[config.mk]
export PLATFORM = sky130hd
export DESIGN_NAME = leg_joint_sweep_generator
export DESIGN_NICKNAME = d
export VERILOG_FILES = /design/src/sv/ljsg_pkg.sv /design/src/sv/leg_joint_sweep_generator.sv
export SDC_FILE = /design/constraint.sdc
export NUM_CORES = 1
export LEC_CHECK = 0
export BUFFER_PORTS_ARGS = -buffer_cell sky130_fd_sc_hd__buf_2
export CORE_ASPECT_RATIO = 0.7
export CORE_UTILIZATION = 50
export CTS_CLUSTER_DIAMETER = 200
export DETAILED_ROUTE_END_ITERATION = 10
export PLACE_DENSITY_LB_ADDON = 0.1
export SYNTH_ARGS = -nofsm -noshare
export SYNTH_HDL_FRONTEND = slang
export SYNTH_SLANG_ARGS = --single-unit
[constraint.sdc]
create_clock -name clock -period 7.55 [get_ports clock]
set_input_delay 0 -clock clock [delete_from_list [all_inputs] [get_ports clock]]
set_output_delay 0 -clock clock [all_outputs]
set_load 0.01 [all_outputs]
[src/sv/ljsg_pkg.sv]
// Types, constants, and joint sweep and saturation functions for the leg joint sweep generator.
// Depends on nothing; imported by leg_joint_sweep_generator and its testbench.
package ljsg_pkg;

   localparam int NUM_LEGS  = 6;
   localparam int LEG_W     = 3;
   localparam int ANGLE_W   = 13;
   localparam int MODE_W    = 3;

   localparam logic signed [ANGLE_W-1:0] ANGLE_MIN = -13'sd4096;
   localparam logic signed [ANGLE_W-1:0] ANGLE_MAX = 13'sd4095;

   // start pose: hip 0, thigh -30 deg, knee 120 deg
   localparam logic signed [ANGLE_W-1:0] START_HIP   = 13'sd0;
   localparam logic signed [ANGLE_W-1:0] START_THIGH = -13'sd600;
   localparam logic signed [ANGLE_W-1:0] START_KNEE  = 13'sd2400;

   localparam logic [MODE_W-1:0] MODE_KT_A  = 3'd1;
   localparam logic [MODE_W-1:0] MODE_TH_A  = 3'd2;
   localparam logic [MODE_W-1:0] MODE_ALL   = 3'd3;
   localparam logic [MODE_W-1:0] MODE_KT_B  = 3'd4;
   localparam logic [MODE_W-1:0] MODE_TH_UP = 3'd5;
   localparam logic [MODE_W-1:0] MODE_TH_B  = 3'd6;

   typedef enum logic [1:0] {
      KIND_START   = 2'd0,
      KIND_ARMED   = 2'd1,
      KIND_STEPPED = 2'd2
   } tick_kind_type;

   // direction flags: bit0 hip, bit1 thigh, bit2 knee
   typedef struct packed {
      logic [2:0]                 rising;
      logic signed [ANGLE_W-1:0]  knee_raw;
      logic signed [ANGLE_W-1:0]  thigh;
      logic signed [ANGLE_W-1:0]  hip;
   } leg_state_type;

   typedef struct packed {
      logic                       flag;
      logic signed [ANGLE_W-1:0]  value;
   } joint_type;

   localparam logic signed [NUM_LEGS-1:0][ANGLE_W-1:0] HIP_RESET =
      {13'sd200, 13'sd100, 13'sd0, 13'sd200, 13'sd100, 13'sd0};
   localparam logic signed [NUM_LEGS-1:0][ANGLE_W-1:0] THIGH_RESET =
      {-13'sd800, -13'sd600, -13'sd600, -13'sd600, -13'sd800, -13'sd600};
   localparam logic signed [NUM_LEGS-1:0][ANGLE_W-1:0] KNEE_RESET =
      {13'sd1800, 13'sd1800, 13'sd1400, 13'sd1800, 13'sd1800, 13'sd2200};
   localparam logic [NUM_LEGS-1:0][MODE_W-1:0] MODE_RESET =
      {3'd6, 3'd5, 3'd4, 3'd6, 3'd5, 3'd1};

   function automatic logic signed [ANGLE_W-1:0] sat_angle(input logic signed [ANGLE_W:0] x);
      logic signed [ANGLE_W-1:0] r;
      if (x < $signed({ANGLE_MIN[ANGLE_W-1], ANGLE_MIN})) begin
         r = ANGLE_MIN;
      end else if (x > $signed({ANGLE_MAX[ANGLE_W-1], ANGLE_MAX})) begin
         r = ANGLE_MAX;
      end else begin
         r = x[ANGLE_W-1:0];
      end
      return r;
   endfunction

   // One step of a joint ramp. The flag flips instead of moving once past a limit.
   function automatic joint_type sweep_joint(
      input logic signed [ANGLE_W-1:0] v,
      input logic                      flag,
      input logic                      set_goes_up,
      input logic signed [ANGLE_W-1:0] up_lim,
      input logic                      up_strict,
      input logic signed [ANGLE_W-1:0] dn_lim,
      input logic [3:0]                step
   );
      joint_type                 r;
      logic                      going_up;
      logic                      in_range;
      logic signed [ANGLE_W:0]   wide;
      logic signed [ANGLE_W:0]   stp;
      going_up = flag ? set_goes_up : !set_goes_up;
      wide     = {v[ANGLE_W-1], v};
      stp      = $signed({{(ANGLE_W-3){1'b0}}, step});
      if (going_up) begin
         in_range = up_strict ? (v < up_lim) : (v <= up_lim);
      end else begin
         in_range = v > dn_lim;
      end
      r.value = v;
      r.flag  = flag;
      if (in_range) begin
         r.value = sat_angle(going_up ? wide + stp : wide - stp);
      end else begin
         r.flag = !flag;
      end
      return r;
   endfunction

endpackage

[src/sv/leg_joint_sweep_generator.sv]
// Leg joint sweep generator: per-leg state held in a small synchronous RAM.
// Depends on ljsg_pkg (types, reset tables, sweep function).
//
// Usage:
//  req channel: one beat per gait tick, req_tdata[2:0] = leg index. A tick for
//  a leg index of 6 or 7 is taken and dropped with no response.
//  rsp channel: one beat per valid tick. tdata carries leg, hip, thigh and knee
//  angles (0.05 degree units); tuser carries the tick kind.
//  csr port: csr_we writes csr_wdata into the mode register of leg csr_addr.
//  Write modes only while no tick is in flight.
//  Pipeline: the state RAM read register, then the update and the output
//  register. Throughput: one tick per cycle while rsp_tready is high; a tick
//  for the leg updated in the previous cycle gets the result over a bypass
//  register, so back-to-back ticks to one leg do not stall.
//  Stall: when rsp_tready is low the output register holds; one more tick sits
//  in the update stage, then req_tready drops.
//  Reset: synchronous. Modes return to 1,5,6,4,5,6, every leg returns to
//  unstarted, and state RAM entries read as their reset pose until first
//  written (per-leg valid bits, no clearing pass).
module leg_joint_sweep_generator (
   input  logic                           clock,
   input  logic                           reset,
   input  logic                           req_tvalid,
   output logic                           req_tready,
   input  logic [7:0]                     req_tdata,   // [2:0] leg_index
   output logic                           rsp_tvalid,
   input  logic                           rsp_tready,
   output logic [47:0]                    rsp_tdata,   // [2:0] leg_out, [15:3] hip_angle,
                                                       // [28:16] thigh_angle, [41:29] knee_angle
   output logic [1:0]                     rsp_tuser,   // [1:0] tick_kind
   input  logic                           csr_we,
   input  logic [2:0]                     csr_addr,
   input  logic [2:0]                     csr_wdata
);
   import ljsg_pkg::*;

   logic [NUM_LEGS-1:0][MODE_W-1:0] mode_ff;
   logic [NUM_LEGS-1:0]             started_ff;
   logic [NUM_LEGS-1:0]             armed_ff;
   logic [NUM_LEGS-1:0]             written_ff;

   leg_state_type                   state_mem [NUM_LEGS];
   leg_state_type                   rd_data_ff;

   logic                            s1_valid_ff;
   logic [LEG_W-1:0]                s1_leg_ff;

   logic                            byp_valid_ff;
   logic [LEG_W-1:0]                byp_leg_ff;
   leg_state_type                   byp_data_ff;

   logic                            rsp_valid_ff;
   logic [LEG_W-1:0]                rsp_leg_ff;
   tick_kind_type                   rsp_kind_ff;
   logic signed [ANGLE_W-1:0]       rsp_hip_ff;
   logic signed [ANGLE_W-1:0]       rsp_thigh_ff;
   logic signed [ANGLE_W-1:0]       rsp_knee_ff;

   logic                            req_fire;
   logic                            req_leg_ok;
   logic [LEG_W-1:0]                req_leg;
   logic                            s1_go;
   logic [2:0]                      s1_idx;
   leg_state_type                   cur_state;
   leg_state_type                   new_state;
   tick_kind_type                   kind_in;
   logic signed [ANGLE_W-1:0]       hip_in;
   logic signed [ANGLE_W-1:0]       thigh_in;
   logic signed [ANGLE_W-1:0]       knee_in;
   logic                            wr_en;
   joint_type                       j_hip;
   joint_type                       j_thigh;
   joint_type                       j_knee;

   assign req_leg    = req_tdata[LEG_W-1:0];
   assign req_leg_ok = req_leg < LEG_W'(NUM_LEGS);
   assign s1_go      = s1_valid_ff && (!rsp_valid_ff || rsp_tready);
   assign req_tready = !s1_valid_ff || s1_go;
   assign req_fire   = req_tvalid && req_tready;
   assign s1_idx     = s1_leg_ff;

   // state RAM: one write port from the update stage, one registered read port
   always_ff @(posedge clock) begin
      if (wr_en) begin
         state_mem[s1_idx] <= new_state;
      end
      if (req_fire && req_leg_ok) begin
         rd_data_ff <= state_mem[req_leg];
      end
   end

   // pick freshest copy: last write, RAM, or reset pose
   always_comb begin
      if (byp_valid_ff && byp_leg_ff == s1_leg_ff) begin
         cur_state = byp_data_ff;
      end else if (written_ff[s1_idx]) begin
         cur_state = rd_data_ff;
      end else begin
         cur_state.rising   = 3'b111;
         cur_state.hip      = HIP_RESET[s1_idx];
         cur_state.thigh    = THIGH_RESET[s1_idx];
         cur_state.knee_raw = KNEE_RESET[s1_idx];
      end
   end

   always_comb begin
      new_state = cur_state;
      j_hip     = '0;
      j_thigh   = '0;
      j_knee    = '0;
      case (mode_ff[s1_idx])
         MODE_KT_A, MODE_KT_B: begin
            j_knee  = sweep_joint(cur_state.knee_raw, cur_state.rising[2], 1'b1,
                                  13'sd2200, 1'b0, 13'sd1400, 4'd8);
            j_thigh = sweep_joint(cur_state.thigh, cur_state.rising[1], 1'b0,
                                  -13'sd400, 1'b0, -13'sd800, 4'd4);
            new_state.knee_raw  = j_knee.value;
            new_state.rising[2] = j_knee.flag;
            new_state.thigh     = j_thigh.value;
            new_state.rising[1] = j_thigh.flag;
         end
         MODE_TH_A, MODE_TH_B: begin
            j_thigh = sweep_joint(cur_state.thigh, cur_state.rising[1], 1'b0,
                                  -13'sd400, 1'b0, -13'sd800, 4'd4);
            j_hip   = sweep_joint(cur_state.hip, cur_state.rising[0], 1'b0,
                                  13'sd200, 1'b1, -13'sd600, 4'd8);
            new_state.thigh     = j_thigh.value;
            new_state.rising[1] = j_thigh.flag;
            new_state.hip       = j_hip.value;
            new_state.rising[0] = j_hip.flag;
         end
         MODE_ALL: begin
            j_knee  = sweep_joint(cur_state.knee_raw, cur_state.rising[2], 1'b1,
                                  13'sd1800, 1'b0, 13'sd1400, 4'd6);
            j_thigh = sweep_joint(cur_state.thigh, cur_state.rising[1], 1'b0,
                                  -13'sd400, 1'b0, -13'sd600, 4'd2);
            j_hip   = sweep_joint(cur_state.hip, cur_state.rising[0], 1'b1,
                                  13'sd700, 1'b0, 13'sd0, 4'd7);
            new_state.knee_raw  = j_knee.value;
            new_state.rising[2] = j_knee.flag;
            new_state.thigh     = j_thigh.value;
            new_state.rising[1] = j_thigh.flag;
            new_state.hip       = j_hip.value;
            new_state.rising[0] = j_hip.flag;
         end
         MODE_TH_UP: begin
            j_thigh = sweep_joint(cur_state.thigh, cur_state.rising[1], 1'b0,
                                  -13'sd400, 1'b0, -13'sd800, 4'd4);
            j_hip   = sweep_joint(cur_state.hip, cur_state.rising[0], 1'b1,
                                  13'sd600, 1'b0, -13'sd200, 4'd8);
            new_state.thigh     = j_thigh.value;
            new_state.rising[1] = j_thigh.flag;
            new_state.hip       = j_hip.value;
            new_state.rising[0] = j_hip.flag;
         end
         default: begin
            new_state = cur_state;
         end
      endcase
   end

   always_comb begin
      wr_en = 1'b0;
      if (!started_ff[s1_idx]) begin
         kind_in  = KIND_START;
         hip_in   = START_HIP;
         thigh_in = START_THIGH;
         knee_in  = START_KNEE;
      end else if (!armed_ff[s1_idx]) begin
         kind_in  = KIND_ARMED;
         hip_in   = cur_state.hip;
         thigh_in = cur_state.thigh;
         knee_in  = sat_angle({cur_state.knee_raw[ANGLE_W-1], cur_state.knee_raw}
                              - {cur_state.thigh[ANGLE_W-1], cur_state.thigh});
      end else begin
         kind_in  = KIND_STEPPED;
         wr_en    = s1_go;
         hip_in   = new_state.hip;
         thigh_in = new_state.thigh;
         knee_in  = sat_angle({new_state.knee_raw[ANGLE_W-1], new_state.knee_raw}
                              - {new_state.thigh[ANGLE_W-1], new_state.thigh});
      end
   end

   always_ff @(posedge clock) begin
      if (reset) begin
         mode_ff      <= MODE_RESET;
         started_ff   <= '0;
         armed_ff     <= '0;
         written_ff   <= '0;
         s1_valid_ff  <= 1'b0;
         byp_valid_ff <= 1'b0;
         rsp_valid_ff <= 1'b0;
      end else begin
         if (csr_we && csr_addr < LEG_W'(NUM_LEGS)) begin
            mode_ff[csr_addr] <= csr_wdata;
         end
         if (s1_go) begin
            started_ff[s1_idx] <= 1'b1;
            if (started_ff[s1_idx]) begin
               armed_ff[s1_idx] <= 1'b1;
            end
         end
         if (wr_en) begin
            written_ff[s1_idx] <= 1'b1;
            byp_valid_ff       <= 1'b1;
         end
         if (req_tready) begin
            s1_valid_ff <= req_fire && req_leg_ok;
         end
         if (s1_go) begin
            rsp_valid_ff <= 1'b1;
         end else if (rsp_tready) begin
            rsp_valid_ff <= 1'b0;
         end
      end
   end

   // payload registers
   always_ff @(posedge clock) begin
      if (req_fire) begin
         s1_leg_ff <= req_leg;
      end
      if (wr_en) begin
         byp_leg_ff  <= s1_leg_ff;
         byp_data_ff <= new_state;
      end
      if (s1_go) begin
         rsp_leg_ff   <= s1_leg_ff;
         rsp_kind_ff  <= kind_in;
         rsp_hip_ff   <= hip_in;
         rsp_thigh_ff <= thigh_in;
         rsp_knee_ff  <= knee_in;
      end
   end

   assign rsp_tvalid = rsp_valid_ff;
   assign rsp_tuser  = rsp_kind_ff;
   assign rsp_tdata  = {6'b0, rsp_knee_ff, rsp_thigh_ff, rsp_hip_ff, rsp_leg_ff};

endmodule

Word-level counts from Yosys, hierarchy flattened
Memories as Yosys holds them, arrays and structs flattened. A register that Yosys moved wholly into a read port is not among the register bits.
Cells that the tools add are included.

word-level totals
  register bits after elaboration = 131
  bits in latches = 0
  RAM bits = 252
  memory bits (read-only) = 312
  output and inout bits = 52
  word-level logic and storage cells = 203
  memories = 4

operators by class
  add/sub/neg operators = 14
  $mul = 0
  divide/modulo/power cells = 0
  order comparisons = 36
  equality and inequality tests = 7
  shifts and indexed selects = 0
  mux-type cells = 98
  bitwise gates (word level) = 3
  reductions and logical operators = 18

memories
  memory           depth  bits a word  rd ports  clocked after memory_dff  write ports  RTL line                          RTL
  state_mem        6      42           1         1                         1            leg_joint_sweep_generator.sv:42   leg_state_type state_mem [NUM_LEGS];
  (no name shown)  8      13           1         1                         0            leg_joint_sweep_generator.sv:102  cur_state.knee_raw = KNEE_RESET[s1_idx];
  (no name shown)  8      13           1         1                         0            leg_joint_sweep_generator.sv:101  cur_state.thigh = THIGH_RESET[s1_idx];
  (no name shown)  8      13           1         1                         0            leg_joint_sweep_generator.sv:100  cur_state.hip = HIP_RESET[s1_idx];

operators with widths
  cell                   number
  $mux 13                33
  $gt 14x13->1 const B   9
  $lt 14x13->1 const B   9
  $mux 14                7
  $mux 42                2
  $pmux 13 s4            1
  $add 13x4->14 const B  3
  $sub 13x4->14 const B  3
  $gt 13x11->1 const B   3
  $pmux 13 s3            1
  $mux 1                 37
  $add 13x5->14 const B  2
  $sub 13x13->14         2
  $sub 13x5->14 const B  2
  $le 13x11->1 const B   2
  $pmux 13 s2            1
  $bwmux 18              1
  $or 6x6->6             3
  $mux 3                 5
  $add 13x3->14 const B  1
  $sub 13x3->14 const B  1
  $gt 13x1->1 const B    1
  $gt 13x12->1 const B   1
  $gt 13x9->1 const B    1
  other kinds (25)       45

Logic depth before layout (Yosys ltp)
  depth in word-level cells = 16
  gate-level depth with buffers = 38
  depth with buffers taken out = 30

Least setup slack after synthesis
No wires, ideal clock.

  path type = register -> register
  start point = register s1_leg_ff[0] (netlist: s1_idx[0])
  end point = register rsp_knee_ff[6] (data pin)
  arrival = 8.102 ns
  slack = -0.824 ns
  stages on the path, launching flop included = 38
  cell sequence = edfxtp_1 -> buf_6 -> mux2_4 -> a222oi_1 -> buf_6 -> buf_6 -> buf_6 -> buf_2 -> buf_2 -> buf_1 -> mux2i_1 -> o21ai_0 -> ha_1 -> clkbuf_1 -> o21a_1 -> o21a_1 -> a21oi_1 -> o31ai_1 -> [... 2 more ...] -> o32ai_2 -> or2_1 -> buf_2 -> o21ai_1 -> o22ai_1 -> ha_1 -> nor2b_1 -> o21ai_0 -> a21oi_1 -> o21ai_0 -> a21oi_1 -> o21a_1 -> o31a_1 -> o21ai_0 -> a31o_2 -> buf_1 -> a21oi_1 -> or4_1

RTL lines
  element                   RTL line                          RTL
  start: declaration        leg_joint_sweep_generator.sv:46   logic [LEG_W-1:0] s1_leg_ff;
  start signal: assignment  leg_joint_sweep_generator.sv:222  s1_leg_ff <= req_leg;
  end signal: assignment    leg_joint_sweep_generator.sv:233  rsp_knee_ff <= knee_in;
  end: declaration          leg_joint_sweep_generator.sv:57   logic signed [ANGLE_W-1:0] rsp_knee_ff;

==> run summary <==
=====================================================================================
Final nets                                                                       2672
Data required time of the critical path                                       7890 ps
Setup clock skew after layout                                                19.92 ps
Critical path peak fanout                                                          18
Most frequent cells in the layout                                        sky130_fd_sc_hd__edfxtp_1 (386), sky130_fd_sc_hd__nor2_1 (226), sky130_fd_sc_hd__buf_4 (185), sky130_fd_sc_hd__a21oi_1 (179), sky130_fd_sc_hd__nand2_1 (162)
Slew at the pin with the worst max-slew slack                                 1101 ps
Crit path capture type                                                       register
Max-slew violation count                                                            0
Area taken by multi-input logic gates                                       12540 µm²
Number of enable flip-flop cells after synthesis                                  386
Iter 0 DRT Violations                                                            3208
Final Hold Fails                                                                    0
Routed vias                                                                     21530
Clock Sink Count                                                                  434
RSZ-0062 raised after global routing                                               no
Largest net degree at the start of global routing                                  51
Internal Power                                                             0.004331 W
TNS Setup                                                                        0 ps
Clock Tree Buf Depth                                                                3
Sum of net half-perimeters after detailed placement                          65380 µm
Post-synth top area cell                                                 sky130_fd_sc_hd__edfxtp_1
FF+latch count, synth                                                             434
Switching part of the total                                                    0.2864
Die outline area                                                            52460 µm²
Sequential fraction of design power                                             0.451
CTS tree                                                                        built
Average wire per standard cell                                               26.88 µm
Post-synthesis sequential area ratio                                           0.4871
Mean Syn Cell Area                                                          10.69 µm²
Tmin final                                                                    7325 ps
Final setup viols                                                                   0
Vias in the first global route                                                  19640
Launch point of the worst hold path                                        req_tvalid
Count of cells along the worst hold path                                            3
FILL cells                                                                       4318
Via-to-Cell Ratio                                                               6.539
Number of instances in the synthesized netlist                                   2411
Final weighted congestion in routability-driven placement                       1.010
Initial cell density of the core                                               0.5067
Global-route wire length before repair                                      129900 µm
Source of the worst register-to-register timing path                        s1_idx[1]
Capture instance of the worst register-to-register path                  rsp_knee_ff[1]
Antenna-violating nets left                                                         0
Tcrit/Tclk final                                                               0.9702
Class of the worst hold path                                             input pin to register
Max-slew headroom                                                              0.2583
Max-capacitance violation count                                                     0
Leading post-synthesis cells by cell area                                sky130_fd_sc_hd__edfxtp_1 (45%), sky130_fd_sc_hd__mux4_2 (3.8%), sky130_fd_sc_hd__dfxtp_1 (3.7%), sky130_fd_sc_hd__a21oi_1 (3.5%), sky130_fd_sc_hd__nor2_1 (3.4%)
Max H-tree Level                                                                    2
FF+latch area                                                               12550 µm²
DRC viols                                                                           0
Crit-path slowest cell                                                   sky130_fd_sc_hd__edfxtp_1
Fraction of post-synthesis cell area in the top cell type by area              0.4498
Number of buffers inserted by port buffering                                       59
Power dissipated by switching net loads                                    0.001739 W
Gr usage total                                                                 0.3369
DIE WIDTH                                                                    273.3 µm
Clock Latency Late Sink                                                        610 ps
Synth-to-layout area growth                                                    14.92%
Antenna violations before repair                                                    5
Cell area after synthesis                                                   25770 µm²
Predominant post-synthesis flop cell                                     sky130_fd_sc_hd__edfxtp_1
Startpoint types                                                             register
Leakage                                                                      11.04 nW
Kind of critical path                                                    register to register
Share of flip-flops with an asynchronous set or reset                               0
Share of final-layout standard cells stronger than drive strength 1            0.1909
Warnings from Yosys                                                                 0
Number of cells traversed by the worst register-to-register path                   30
WP data arrival                                                               7670 ps
Finished Core Util                                                             0.5823
Reg-to-reg slack, setup                                                        230 ps
Outcome                                                                  complete, no violations
Peak clock frequency supported by timing                                    136.5 MHz
Most frequent standard cell in the layout excluding fill and tap cells   sky130_fd_sc_hd__edfxtp_1
Clock network fraction of design power                                          0.363
Total congestion overflow after global routing                                      0
Row count                                                                          69
Clock-pin slew of the registers on the worst-case setup and hold paths          60 ps
Cell mode on critical path                                               sky130_fd_sc_hd__a21o_1
Antenna Cells                                                                       0
Core Footprint                                                              50850 µm²
Number of CTS-inserted buffers                                                     43
Max incr delay on CP                                                           510 ps
Die H                                                                        191.9 µm
Post-detailed-routing wire length                                            88510 µm
Combinational power share                                                       0.186
Clock tree root buffer cell                                              sky130_fd_sc_hd__clkbuf_16
Power density of the placed cells                                        205.0 nW/µm²
Number of distinct library cells after synthesis                                  115
Count of boundary I/O pins                                                         71
VDD IR-drop max                                                           0.0002260 V
Endpoint with the worst hold slack                                          s1_idx[1]
First-pass detailed-route iteration total                                           5
=====================================================================================
## kinds of logic (layout without fill, tap and decap cells)
kind of cell / count (synthesis) / after routing / share of synthesized area
mux: 144 / 144 / 0.07823
fa+ha+maj: 69 / 69 / 0.03467
compound gates: 737 / 737 / 0.1971
xor+xnor: 88 / 88 / 0.03020
buf+inv: 227 / 430 / 0.03792
simple gates: 711 / 711 / 0.1346
flops: 434 / 434 / 0.4871
other cells: 1 / 6 / 0.0001455
## area by class of cell
cell class | count | area share
Multi-Input combinational cell | 1755 | 0.4235
Inverter | 88 | 0.01124
Clock inverter | 26 | 0.009887
Sequential cell | 434 | 0.4239
Clock buffer | 54 | 0.03875
Timing Repair Buffer | 262 | 0.06422
Tap cell | 674 | 0.02848
## synth_stat cells (all sizes together), types with 15 or more instances
cell type / n
or2: 19
mux2i: 81
a211oi: 28
a31oi: 34
mux4: 43
a21o: 35
xnor2: 55
o41ai: 20
o21a: 22
ha: 65
mux2: 20
nor2: 232
edfxtp: 386
xor2: 33
o211ai: 29
inv: 86
dfxtp: 48
o22ai: 24
or3: 21
nand3: 59
clkbuf: 79
and3: 21
nor3: 52
and2: 22
nor4: 15
o21ai: 140
a211o: 17
buf: 60
a21oi: 190
nand2b: 25
nand2: 164
a41oi: 18
o31ai: 17
nor2b: 21
## worst max path at each step
stage / from / end / cells after the start
floorplan: s1_idx[0] / rsp_knee_ff[6] / 38
global placement: s1_idx[1] / rsp_knee_ff[6] / 29
detailed placement: s1_idx[1] / rsp_knee_ff[1] / 32
CTS: s1_idx[1] / rsp_knee_ff[1] / 29
global route: s1_idx[2] / rsp_knee_ff[2] / 30
finish: s1_idx[1] / rsp_knee_ff[1] / 30
## flip-flops by register name, summed over array words and instances (netlist names), named ones only
name          flops
state_mem       252
byp_data_ff      42
rd_data_ff       42
mode_ff          18
rsp_hip_ff       13
rsp_knee_ff      13
rsp_thigh_ff     13
armed_ff          6
started_ff        6
written_ff        6
byp_leg_ff        3
rsp_leg_ff        3
s1_idx            3
rsp_tuser         2
byp_valid_ff      1
rsp_tvalid        1
s1_valid_ff       1
## timing repair
item / CTS / global route
hold endpoints to repair: 40 / 0
setup buffers: 0 / 7
hold buffers: 14 / 0
endpoints found under the setup margin: 12 / 13
resized for setup: 2 / 26
pin swaps: 0 / 6
## through the flow
stage                     worst slack [ps]  total power [W]  hold WS (ps)  instance area [µm²]  instances
after floorplan                      24.39         0.003411         98.87                25910       2416
after global placement               8.718         0.003855         270.2                27820       3192
after detailed placement            -147.2         0.003861         281.1                27820       3192
after CTS                            2.752         0.006062         84.78                29410       3286
after global routing                 1.196         0.006266         110.0                29610       3293
final                                225.3         0.006070         122.4                29610       3293
## power groups by stage
stage	Clock (W)	Combinational (W)	Sequential, W
6_report	0.00220	0.00113	0.00274
5_1_grt	0.00233	0.00120	0.00274
4_1_cts	0.00224	0.00109	0.00273
3_5_place_dp	0	0.00108	0.00279
3_3_place_gp	0	0.00107	0.00279
2_1_floorplan	0	0.000642	0.00277
## per-layer routing
layer	GRT usage	wire, µm	vias up
met3	0.08714	10890	119
met2	0.4530	34740	1188
met5	0	0	-
met1	0.5361	41410	10620
li1	-	-	9607
met4	0.06425	1467	0
## critical path, delay by kind of cell (launching register included)
family                   cells  cell delay, ps
adder cells (fa/ha/maj)      3             800
flip-flops                   1             510
AO/OA/AOI/OAI               15            3080
AND/OR/NAND/NOR              3             550
multiplexers                 4            1310
buffers and inverters        5             800
No activity file was read; power rests on OpenSTA's default activity.
